===== src/design/tbc32_pkg.sv =====
// Shared types, constants and round functions for the toy 32-bit block cipher.
// No dependencies; used by every other design file through scoped names.
package tbc32_pkg;

    localparam logic [3:0] SBOX [16] = '{
        4'd12, 4'd7, 4'd2, 4'd5, 4'd14, 4'd0, 4'd13, 4'd10,
        4'd15, 4'd1, 4'd11, 4'd8, 4'd9, 4'd3, 4'd4, 4'd6
    };

    localparam logic [15:0] RK4_CONST = 16'd5993;
    localparam logic [31:0] PAD_WORD  = 32'h8000_0000;

    // Register map, word index
    localparam logic REG_CIPHER_KEY = 1'b0;

    typedef struct packed {
        logic [15:0] rk1;
        logic [31:0] rk2;
        logic [15:0] rk3;
        logic [15:0] rk4;
    } t_round_keys;

    function automatic t_round_keys key_schedule(input logic [31:0] key);
        t_round_keys rk;
        rk.rk1 = key[15:0];
        rk.rk2 = {key[7:0], key[15:8], key[19:16], key[31:20]};
        rk.rk3 = key[31:16];
        rk.rk4 = key[31:16] ^ key[15:0] ^ RK4_CONST;
        return rk;
    endfunction

    function automatic logic [15:0] sub16(input logic [15:0] v);
        logic [15:0] r;
        for (int i = 0; i < 4; i++) begin
            r[4*i +: 4] = SBOX[v[4*i +: 4]];
        end
        return r;
    endfunction

    function automatic logic [31:0] sub32(input logic [31:0] v);
        logic [31:0] r;
        for (int i = 0; i < 8; i++) begin
            r[4*i +: 4] = SBOX[v[4*i +: 4]];
        end
        return r;
    endfunction

    // bit i moves to (29*i + 12) mod 16
    function automatic logic [15:0] perm16(input logic [15:0] v);
        logic [15:0] r;
        logic [3:0]  dst;
        r = '0;
        for (int i = 0; i < 16; i++) begin
            dst    = 4'(29 * i + 12);
            r[dst] = v[i];
        end
        return r;
    endfunction

    // bit i moves to (29*i + 12) mod 32
    function automatic logic [31:0] perm32(input logic [31:0] v);
        logic [31:0] r;
        logic [4:0]  dst;
        r = '0;
        for (int i = 0; i < 32; i++) begin
            dst    = 5'(29 * i + 12);
            r[dst] = v[i];
        end
        return r;
    endfunction

    function automatic logic [15:0] round_f(input logic [15:0] x, input logic [15:0] k);
        return perm16(sub16(x ^ k));
    endfunction

    function automatic logic [31:0] lai_massey(input logic [31:0] w, input logic [15:0] k);
        logic [15:0] t;
        t = round_f(w[31:16] ^ w[15:0], k);
        return {w[31:16] ^ t, w[15:0] ^ t};
    endfunction

    function automatic logic [31:0] sp_layer(input logic [31:0] w, input logic [31:0] k);
        return perm32(sub32(w ^ k));
    endfunction

    // Feistel round with no half swap: the upper half carries through
    function automatic logic [31:0] feistel(input logic [31:0] w, input logic [15:0] k);
        return {w[31:16], w[15:0] ^ round_f(w[31:16], k)};
    endfunction

endpackage


===== src/design/tbc32_apb.sv =====
// Key register behind the APB port; hands the derived round keys to the core.
// Depends on tbc32_pkg.
module tbc32_apb (
    input  logic                    i_clk,
    input  logic                    i_rst_n,
    input  logic                    psel,
    input  logic                    penable,
    input  logic                    pwrite,
    input  logic [2:0]              paddr,
    input  logic [31:0]             pwdata,
    output logic [31:0]             prdata,
    output tbc32_pkg::t_round_keys  o_round_keys
);

    logic [31:0] r_key;
    logic        w_sel_key;

    assign w_sel_key = (paddr[2] == tbc32_pkg::REG_CIPHER_KEY);

    always_ff @(posedge i_clk) begin
        if (!i_rst_n) begin
            r_key <= '0;
        end else if (psel && penable && pwrite && w_sel_key) begin
            r_key <= pwdata;
        end
    end

    assign prdata       = w_sel_key ? r_key : '0;
    assign o_round_keys = tbc32_pkg::key_schedule(r_key);

endmodule


===== src/design/tbc32_feed.sv =====
// Input stage: sets the padding marker on a short final word and inserts the
// extra padding block after a full final word. Depends on tbc32_pkg.
module tbc32_feed (
    input  logic        i_clk,
    input  logic        i_rst_n,
    input  logic        i_valid,
    output logic        o_ready,
    input  logic [31:0] i_plain_word,
    input  logic        i_is_last,
    input  logic [2:0]  i_last_bytes,
    output logic        o_valid,
    input  logic        i_ready,
    output logic [31:0] o_word,
    output logic        o_eom
);

    logic        r_valid, n_valid;
    logic        r_extra, n_extra;
    logic [31:0] r_word,  n_word;
    logic        r_eom,   n_eom;
    logic        w_adv;
    logic        w_take;
    logic [31:0] w_marked;

    assign w_adv   = r_valid && i_ready;
    assign o_ready = !r_valid || (i_ready && !r_extra);
    assign w_take  = i_valid && o_ready;

    always_comb begin
        case (i_last_bytes[1:0])
            2'd1:    w_marked = i_plain_word | 32'h0080_0000;
            2'd2:    w_marked = i_plain_word | 32'h0000_8000;
            2'd3:    w_marked = i_plain_word | 32'h0000_0080;
            default: w_marked = i_plain_word;
        endcase
    end

    always_comb begin
        n_valid = r_valid;
        n_extra = r_extra;
        n_word  = r_word;
        n_eom   = r_eom;
        if (w_adv && r_extra) begin
            // full final word has gone; the padding block follows
            n_valid = 1'b1;
            n_extra = 1'b0;
            n_word  = tbc32_pkg::PAD_WORD;
            n_eom   = 1'b1;
        end else if (w_take) begin
            n_valid = 1'b1;
            if (i_is_last && (i_last_bytes[1:0] == 2'd0)) begin
                n_word  = i_plain_word;
                n_eom   = 1'b0;
                n_extra = 1'b1;
            end else begin
                n_word  = i_is_last ? w_marked : i_plain_word;
                n_eom   = i_is_last;
                n_extra = 1'b0;
            end
        end else if (w_adv) begin
            n_valid = 1'b0;
        end
    end

    always_ff @(posedge i_clk) begin
        if (!i_rst_n) begin
            r_valid <= 1'b0;
            r_extra <= 1'b0;
        end else begin
            r_valid <= n_valid;
            r_extra <= n_extra;
        end
    end

    always_ff @(posedge i_clk) begin
        r_word <= n_word;
        r_eom  <= n_eom;
    end

    assign o_valid = r_valid;
    assign o_word  = r_word;
    assign o_eom   = r_eom;

endmodule


===== src/design/tbc32_core.sv =====
// Four-stage round pipeline: Lai-Massey, SP layer, two Feistel rounds.
// The last stage is the output register. Depends on tbc32_pkg.
module tbc32_core (
    input  logic                    i_clk,
    input  logic                    i_rst_n,
    input  tbc32_pkg::t_round_keys  i_round_keys,
    input  logic                    i_valid,
    output logic                    o_ready,
    input  logic [31:0]             i_word,
    input  logic                    i_eom,
    output logic                    o_valid,
    input  logic                    i_ready,
    output logic [31:0]             o_word,
    output logic                    o_eom
);

    logic        r_v1, r_v2, r_v3, r_v4;
    logic [31:0] r_w1, r_w2, r_w3, r_w4;
    logic        r_e1, r_e2, r_e3, r_e4;
    logic [31:0] n_w1, n_w2, n_w3, n_w4;
    logic        w_rdy1, w_rdy2, w_rdy3, w_rdy4;

    // a stage takes new data when it is empty or its contents move on
    assign w_rdy4 = !r_v4 || i_ready;
    assign w_rdy3 = !r_v3 || w_rdy4;
    assign w_rdy2 = !r_v2 || w_rdy3;
    assign w_rdy1 = !r_v1 || w_rdy2;

    assign n_w1 = tbc32_pkg::lai_massey(i_word, i_round_keys.rk1);
    assign n_w2 = tbc32_pkg::sp_layer(r_w1, i_round_keys.rk2);
    assign n_w3 = tbc32_pkg::feistel(r_w2, i_round_keys.rk3);
    assign n_w4 = tbc32_pkg::feistel(r_w3, i_round_keys.rk4);

    always_ff @(posedge i_clk) begin
        if (!i_rst_n) begin
            r_v1 <= 1'b0;
            r_v2 <= 1'b0;
            r_v3 <= 1'b0;
            r_v4 <= 1'b0;
        end else begin
            if (w_rdy1) r_v1 <= i_valid;
            if (w_rdy2) r_v2 <= r_v1;
            if (w_rdy3) r_v3 <= r_v2;
            if (w_rdy4) r_v4 <= r_v3;
        end
    end

    always_ff @(posedge i_clk) begin
        if (w_rdy1 && i_valid) begin
            r_w1 <= n_w1;
            r_e1 <= i_eom;
        end
        if (w_rdy2 && r_v1) begin
            r_w2 <= n_w2;
            r_e2 <= r_e1;
        end
        if (w_rdy3 && r_v2) begin
            r_w3 <= n_w3;
            r_e3 <= r_e2;
        end
        if (w_rdy4 && r_v3) begin
            r_w4 <= n_w4;
            r_e4 <= r_e3;
        end
    end

    assign o_ready = w_rdy1;
    assign o_valid = r_v4;
    assign o_word  = r_w4;
    assign o_eom   = r_e4;

endmodule


===== src/design/toy_block_cipher_32_encrypt.sv =====
// Top level of the toy 32-bit block cipher, encryption side.
// Depends on tbc32_pkg, tbc32_apb, tbc32_feed and tbc32_core.
//
//   channel   handshake            payload
//   input     i_valid / o_ready    i_plain_word, i_is_last, i_last_bytes
//   output    o_valid / i_ready    o_cipher_word, o_end_of_message
//   config    APB psel/penable     paddr, pwdata, prdata (cipher_key at 0x0)
//
// One item per cycle while i_ready does not stall; a full final word blocks the
// input while the feed stage emits the padding block after it. Latency is five
// register stages: the feed register, then the four core stages up to o_valid.
// Synchronous active-low reset empties every stage and clears the key.
// A stall on i_ready backs up stage by stage; each stage holds its item.
module toy_block_cipher_32_encrypt (
    input  logic        i_clk,
    input  logic        i_rst_n,
    input  logic        psel,
    input  logic        penable,
    input  logic        pwrite,
    input  logic [2:0]  paddr,
    input  logic [31:0] pwdata,
    output logic [31:0] prdata,
    output logic        pready,
    input  logic        i_valid,
    output logic        o_ready,
    input  logic [31:0] i_plain_word,
    input  logic        i_is_last,
    input  logic [2:0]  i_last_bytes,
    output logic        o_valid,
    input  logic        i_ready,
    output logic [31:0] o_cipher_word,
    output logic        o_end_of_message
);

    tbc32_pkg::t_round_keys w_round_keys;
    logic                   w_feed_valid;
    logic                   w_core_ready;
    logic [31:0]            w_feed_word;
    logic                   w_feed_eom;

    assign pready = 1'b1;

    tbc32_apb u_apb (
        .i_clk        (i_clk),
        .i_rst_n      (i_rst_n),
        .psel         (psel),
        .penable      (penable),
        .pwrite       (pwrite),
        .paddr        (paddr),
        .pwdata       (pwdata),
        .prdata       (prdata),
        .o_round_keys (w_round_keys)
    );

    tbc32_feed u_feed (
        .i_clk        (i_clk),
        .i_rst_n      (i_rst_n),
        .i_valid      (i_valid),
        .o_ready      (o_ready),
        .i_plain_word (i_plain_word),
        .i_is_last    (i_is_last),
        .i_last_bytes (i_last_bytes),
        .o_valid      (w_feed_valid),
        .i_ready      (w_core_ready),
        .o_word       (w_feed_word),
        .o_eom        (w_feed_eom)
    );

    tbc32_core u_core (
        .i_clk        (i_clk),
        .i_rst_n      (i_rst_n),
        .i_round_keys (w_round_keys),
        .i_valid      (w_feed_valid),
        .o_ready      (w_core_ready),
        .i_word       (w_feed_word),
        .i_eom        (w_feed_eom),
        .o_valid      (o_valid),
        .i_ready      (i_ready),
        .o_word       (o_cipher_word),
        .o_eom        (o_end_of_message)
    );

    // a full final word blocks the next item while the padding block is pending
    a_pad_blocks_input: assert property (@(posedge i_clk) disable iff (!i_rst_n)
        (i_valid && o_ready && i_is_last && (i_last_bytes[1:0] == 2'd0)) |=> !o_ready)
        else $error("input accepted while padding block pending");

    // once the full final word moves on, the padding block follows and closes the message
    a_pad_is_eom: assert property (@(posedge i_clk) disable iff (!i_rst_n)
        (w_feed_valid && w_core_ready && u_feed.r_extra)
        |=> (w_feed_valid && w_feed_eom && (w_feed_word == tbc32_pkg::PAD_WORD)))
        else $error("padding block lost its end-of-message flag");

    // an item held in the feed stage is not dropped or altered by a core stall
    a_feed_holds: assert property (@(posedge i_clk) disable iff (!i_rst_n)
        (w_feed_valid && !w_core_ready) |=> (w_feed_valid && $stable(w_feed_word)
                                            && $stable(w_feed_eom)))
        else $error("feed stage item changed under stall");

    a_reset_empty: assert property (@(posedge i_clk) !i_rst_n |=> !o_valid)
        else $error("output valid straight after reset");

endmodule

===== config.mk =====
export PLATFORM = sky130hd
export DESIGN_NAME = toy_block_cipher_32_encrypt
export DESIGN_NICKNAME = d
export VERILOG_FILES = /design/src/design/tbc32_pkg.sv /design/src/design/tbc32_apb.sv /design/src/design/tbc32_feed.sv /design/src/design/tbc32_core.sv /design/src/design/toy_block_cipher_32_encrypt.sv
export SDC_FILE = /design/constraint.sdc
export NUM_CORES = 1
export LEC_CHECK = 0
export ABC_AREA = 1
export BUFFER_PORTS_ARGS = -buffer_cell sky130_fd_sc_hd__buf_4
export CELL_PAD_IN_SITES_DETAIL_PLACEMENT = 1
export CELL_PAD_IN_SITES_GLOBAL_PLACEMENT = 1
export CORE_MARGIN = 4
export CORE_UTILIZATION = 29
export DETAILED_ROUTE_END_ITERATION = 12
export GPL_TIMING_DRIVEN = 0
export HOLD_SLACK_MARGIN = 0.02
export PLACE_DENSITY = 0.54
export SLEW_MARGIN = 25
export SYNTH_ARGS = -nofsm -noshare
export SYNTH_HDL_FRONTEND = slang
export SYNTH_SLANG_ARGS = --single-unit

===== constraint.sdc =====
create_clock -name i_clk -period 3.3 [get_ports i_clk]
set_input_delay 0.66 -clock i_clk [delete_from_list [all_inputs] [get_ports i_clk]]
set_output_delay 0.66 -clock i_clk [all_outputs]
set_load 0.03 [all_outputs]

==> impl_results.md, run 1 <==
* GR Overflow Total at 0
* DRT Pass-1 Iters at 4
* Largest net degree at the start of global routing at 29
* Clock skew at 9.910 ps
* Die Area at between 0.04 and 0.05 mm²
* Area Overhead vs Synth at 21.41%
* Initial drt markers at ~500
* Max Root-Sink Buffers at 3
* Number of synthesized register bits at approximately 200
* LEAKAGE at between 7 and 8 nW
* Final net count at between 2000 and 2500
* CP max FO at 10
* Synth Area in Compound Gates at 0.07725
* Simple-Gate Fraction of Synth Area at 0.2880
* Hold_buf cts at 0
* Cell Pwr Density at about 520 mW/mm²
* CP Capture Type: primary output
* # Post-CTS Setup Buffers at 0
* Post-Synthesis Cell Area at 0.01275 mm²
* Synth Area in Adders at 0.07852
* RSZ-0062 raised after global routing: false
* Max-Cap Viols at 0
* Final wirelength at around 43000 µm
* Filler cells at around 5300
* Resize count post-CTS at 0
* Critical path type: input pin to primary output
* Xor/xnor cell area share of the yosys netlist at 0.05291
* Gate power share at 0.255
* Clock share of power at 0.354
* Syn nets at approximately 1800
* Sw Ratio at 0.3332
* Vias/cell at about 4.6
* Vias at approximately 11000
* Ys flop type: edfxtp_1
* Clock Tree Root: clkbuf_16
* Layout cells sized above 1 at 0.1289
* Min Hold Slack at ~380 ps
* R2R setup slack at a little under 800 ps
* Pins Over Slew Limit at 0
* Reg clk slew, reported paths at around 60 ps
* IO Pins at between 100 and 150
* Min Tclk post-route at approximately 2700 ps
* TritonCTS Sinks at 203
* Post-Layout Cell Count at 2463
* TritonCTS buffer count at 26
* Pwr Total at 8.062 mW
* Inst Count DP at roughly 2400
* Worst-Skew Late Latency at 540 ps
* HPWL Detailed at 35490 µm
* Unique masters post-synth at 35
* Rows at 76
* FFs w/ async S/R, synth at 0
* Cells after synthesis at roughly 1700
* Pint at approximately 5.4 mW
* WP data arrival at 2070 ps
* EDFF count, synth at around 130
* Antenna-violating nets left at 0
* Worst slew margin at 0.4270
* Main combinational cell family by area after synthesis: simple AND/OR/NAND/NOR gates
* Tightest Hold Check Type: input pin to flop
* Remaining routing DRC violations at 0
* Sequential area share after synthesis at 0.4225
* Worst-margin pin slew at between 800 and 900 ps
* Die Wd at between 200 and 250 µm
* Starting Density at 0.2946
* Avg Synthesized Cell Area at approximately 7.6 µm²
* Routability cong. at 0.8265
* Ant. Diodes at 0
* First-pass GRT wire length at approximately 66000 µm
* Vias in the first global route at between 10000 and 15000
* Ys Warns at 0
* F_max at between 0.3 and 0.4 GHz
* Drt wl/cell at roughly 18 µm
* CTS tree: yes
* Worst setup SP type: input pin
* Status: completed
* GRT Util Overall at 0.1804
* Switch Pwr at between 2 and 3 mW
* Initial antenna violation count at 0
* H-tree Lvls at 1
* Critical path required time at ~2600 ps
* Flop pwr share at 0.391
* Final setup viols at 0
* Hold Vio Cnt, Final at 0
* Mux contribution to synthesized area at 0
* Core Area at roughly 0.043 mm²
* Worst IR Drop VDD at between 0.2 and 0.3 mV
* Utilization after layout at 0.3577
* Final period util at 0.8265
* Port bufs at 139
* Die height at about 220 µm
==> per-stage QoR <==
step                cell area, µm²  TNS (ps)  setup WS, ps
finish                       15480         0         572.5
global route                 15480         0         466.8
CTS                          15480         0         471.4
detailed placement           14630         0         455.1
global placement             14520    -51110         -1039
floorplan                    12750         0         417.2
==> state kept, by name, indices dropped and copies added (netlist names) <==
register and cells:
u_apb.r_key 32, u_core.o_word 32, u_core.r_w1 32, u_core.r_w2 32
u_core.r_w3 32, u_feed.o_word 32, u_core.o_eom 1, u_core.o_valid 1
u_core.r_e1 1, u_core.r_e2 1, u_core.r_e3 1, u_core.r_v1 1
u_core.r_v2 1, u_core.r_v3 1, u_feed.o_eom 1, u_feed.o_valid 1
u_feed.r_extra 1
==> power groups by stage <==
stage               clock (mW)  sequential [mW]  combinational [mW]
floorplan                    0             3.14                1.43
global placement             0             3.21                2.02
detailed placement           0             3.21                2.08
CTS                       2.95             3.15                2.09
global route              3.06             3.17                2.37
finish                    2.85             3.15                2.06
==> per-layer routing <==
metal  vias to the layer above  global-route usage  share of wire
met2                       138              0.3166           0.48
met3                        41             0.02132          0.030
met1                      5351              0.2408           0.47
met4                         0             0.03540          0.015
met5                         -                   0              0
li1                       5747                   -              -
==> critical path, stage by stage <==
cell,delay [ps]
clkbuf_1,320
clkbuf_1,590
nor2_1,250
buf_4,240
==> cells by family after synthesis <==
| family | Yosys count |
|---|---|
| AND/OR/NAND/NOR | 882 |
| buffers and inverters | 265 |
| flip-flops | 203 |
| AO/OA/AOI/OAI | 179 |
| adder cells (fa/ha/maj) | 80 |
| XOR/XNOR | 77 |
| other | 1 |
==> placed cells by master (no fill, tap or decap), drive strengths merged, types with 2 or more instances in the layout <==
cell type  synthesis  final
o211ai             5      5
buf               16    159
nand2            575    575
nor2              93     93
edfxtp           132    132
dfxtp             71     71
o31ai              3      3
bufinv             0      2
or2                9      9
ha                80     80
a22o               3      3
nand3b            14     14
o22ai              2      2
clkbuf            17     50
nand3            190    190
xor2              36     36
a21oi             80     80
o21ai             81     81
clkinv             0      9
inv              232    235
xnor2             41     41
==> cells in the mapped netlist, types with 14 or more instances <==
| library cell | n | share of area |
|---|---|---|
| nand2_1 | 563 | 0.17 |
| nor2_1 | 91 | 0.027 |
| clkbuf_1 | 17 | 0.0050 |
| inv_1 | 226 | 0.067 |
| nand3_1 | 190 | 0.075 |
| a21oi_1 | 70 | 0.027 |
| nand3b_1 | 14 | 0.0082 |
| edfxtp_1 | 132 | 0.31 |
| dfxtp_1 | 71 | 0.11 |
| ha_1 | 80 | 0.079 |
| o21ai_0 | 79 | 0.031 |
| xnor2_1 | 41 | 0.028 |
| xor2_1 | 36 | 0.025 |
==> final timing paths <==
path,start,cells after the start,end
worst min-delay path,i_plain_word[31],3,u_feed.o_word[31]
worst min register to register,u_core.r_e2,0,u_core.r_e3
worst max-delay path,paddr[2],4,prdata[1]
worst max register to register,u_apb.r_key[1],12,u_core.r_w1[9]
==> layout make-up <==
type / instances / area [µm²] / area share
inverter: 232 / 870.8 / 0.05627
tap: 585 / 732.0 / 0.04730
clock inverter: 15 / 128.9 / 0.008327
sequential: 203 / 5385 / 0.3480
multi-input combinational: 1219 / 6354 / 0.4105
timing repair buffer: 143 / 1131 / 0.07309
buffer: 33 / 156.4 / 0.01011
clock buffer: 33 / 718.2 / 0.04641
(Power assumes the default switching activity.)
==> run 2, diff against run 1 <==
Settings changed: PLACE_DENSITY 0.54 to 0.56.
Clock period 3.3 ns to 2.5 ns, I/O delays scaled along.
==> run 2 against run 1 <==
Compared with the run above: clock skew increased by 5.6 ps; clock-buffer cell count grew 11; first-iteration DRC count rose by 13%; largest power group unchanged; core utilization rose by 0.22 points; critical path type unchanged; cell count is essentially flat; sequential cell count stayed put; hold slack lost 160 ps; highest routed layer unchanged; global-route usage is 0.062 points higher; power increased by 33%.
==> impl_results.md, run 2 (same netlist as run 1, synthesis figures left out) <==
* CP cell instances: clkbuf_1 -> clkbuf_1 -> nor2_1 -> buf_4
* Die Wd at about 220 µm
* Pins Over Slew Limit at 0
* GRT Util Overall at 0.1810
* Top cell by count, worst path: clkbuf_1
* Final wirelength at 43160 µm
* Clock skew at 15.54 ps
* Status: completed
* F_max at between 0.4 and 0.5 GHz
* Antenna-violating nets left at 0
* Slowest stage delay, CP at 720 ps
* Min Tclk post-route at between 2000 and 2500 ps
* PnR worst setup slack at roughly 110 ps
* Core Area at 0.04327 mm²
* Pre-CTS WS at -168.6 ps
* Reg clk slew, reported paths at roughly 60 ps
* Die Area at 0.04737 mm²
* Tightest Hold Check Type: input pin to flop
* Port bufs at roughly 140
* Min Hold Slack at 221.3 ps
* Most common cell after layout, fill and taps aside: nand2_1
* Largest net degree at the start of global routing at 29
* Rows at 76
* Vias in the first global route at 11610
* Remaining routing DRC violations at 0
* Worst-margin pin slew at approximately 900 ps
* CP Capture Type: primary output
* Worst-case reg-to-reg path depth at 12
* Max-Cap Viols at 0
* Final setup viols at 0
* DRT Pass-1 Iters at 4
* Starting Density at 0.2946
* Initial antenna violation count at 0
* HPWL Detailed at 34850 µm
* Routability cong. at 0.8172
* Vias at about 11000
* H-tree Lvls at 1
* Critical path required time at around 2000 ps
* Layout cells sized above 1 at 0.1340
* RSZ-0062 raised after global routing: false
* CP max FO at 10
* LEAKAGE at 7.583 nW
* Hold path cells at 3
* Inst Count DP at between 2000 and 2500
* Ant. Diodes at 0
* Vias/cell at about 4.6
* Design Area, Final at ~0.016 mm²
* Hold Vio Cnt, Final at 0
* TritonCTS buffer count at 26
* Slowest cell on the critical path: clkbuf_1
* Clock Tree Root: clkbuf_16
* Fin Setup TNS at 0 ps
* Worst setup SP type: input pin
* Worst slew margin at 0.3980
* WP data arrival at 1890 ps
* Drt wl/cell at between 15 and 20 µm
* Commonest non-fill, non-tap cells in the layout: 562 x nand2_1, 220 x inv_1, 190 x nand3_1
* Area Overhead vs Synth at 22.16%
* CTS tree: yes
* Post-Layout Cell Count at about 2500
* Max Root-Sink Buffers at 3
* Initial drt markers at 560
* Final net count at roughly 2000
* Die height at 217.7 µm
* First-pass GRT wire length at around 67000 µm
* Final period util at 0.9551
* Critical path type: input pin to primary output
* IO Pins at 146
* Cell Pwr Density at around 690 mW/mm²
* Placed Area at around 0.015 mm²
* TritonCTS Sinks at between 200 and 250
* Worst-Skew Late Latency at between 500 and 600 ps
* GR Overflow Total at 0
* Worst IR Drop VDD at between 0.4 and 0.5 mV
run 2: changes by cell type in the layout (fill, tap and decap cells not counted), moves of 3 or more:
cell	change
buf_4	+3
clkbuf_1	+4
clkbuf_8	+5
clkinv_2	-5
clkinvlp_4	+3
dfxtp_1	-5
dfxtp_2	+4
inv_1	-4
inv_4	-3
run 2: area by class of cell:
class / instances / area (µm²)
Clock inverter: 4 / 35.03
Multi-Input combinational cell: 1219 / 6361
Sequential cell: 203 / 5394
Timing Repair Buffer: 146 / 1161
Tap cell: 585 / 732.0
Fill cell: 5286 / 27690
Inverter: 232 / 885.9
Buffer: 32 / 151.4
Clock buffer: 44 / 852.1
run 2: metal layers:
metal,vias to the layer above,wire length (µm),global-route usage
met2,158,20630,0.3147
met5,-,0,0
met4,0,789,0.03837
met1,5262,20310,0.2431
li1,5764,-,-
met3,39,1432,0.02090
run 2: report_power, final:
group	internal [mW]	switching [mW]	leakage (nW)
Combinational	0.926	1.77	5.34
Clock	2.32	1.52	0.436
Sequential	3.93	0.229	1.81
Total	7.18	3.52	7.58
run 2: critical path, delay by kind of cell:
kind,cells,cell delay (ps)
buf+inv,3,1240
simple gates,1,130
run 2: worst paths after layout:
path | startpoint | to | slack (ps)
worst max register to register | u_apb.r_key[0] | u_core.r_w1[9] | 190
worst min register to register | u_core.r_e2 | u_core.r_e3 | 420
worst max-delay path | paddr[2] | prdata[29] | 110
worst min-delay path | i_plain_word[31] | u_feed.o_word[31] | 220
run 2: what timing repair did:
action / in CTS / in global routing
resized for setup: 4 / 8
setup endpoints to repair: 6 / 8
hold buffers: 0 / 0
setup buffers: 0 / 3
run 2: through the flow:
step / total power [mW] / util
after CTS: 10.86 / 0.3588
after global routing: 11.41 / 0.3599
after floorplan: 6.030 / -
final: 10.70 / 0.3599
after detailed placement: 6.969 / 0.3383
after global placement: 6.886 / 0.3357
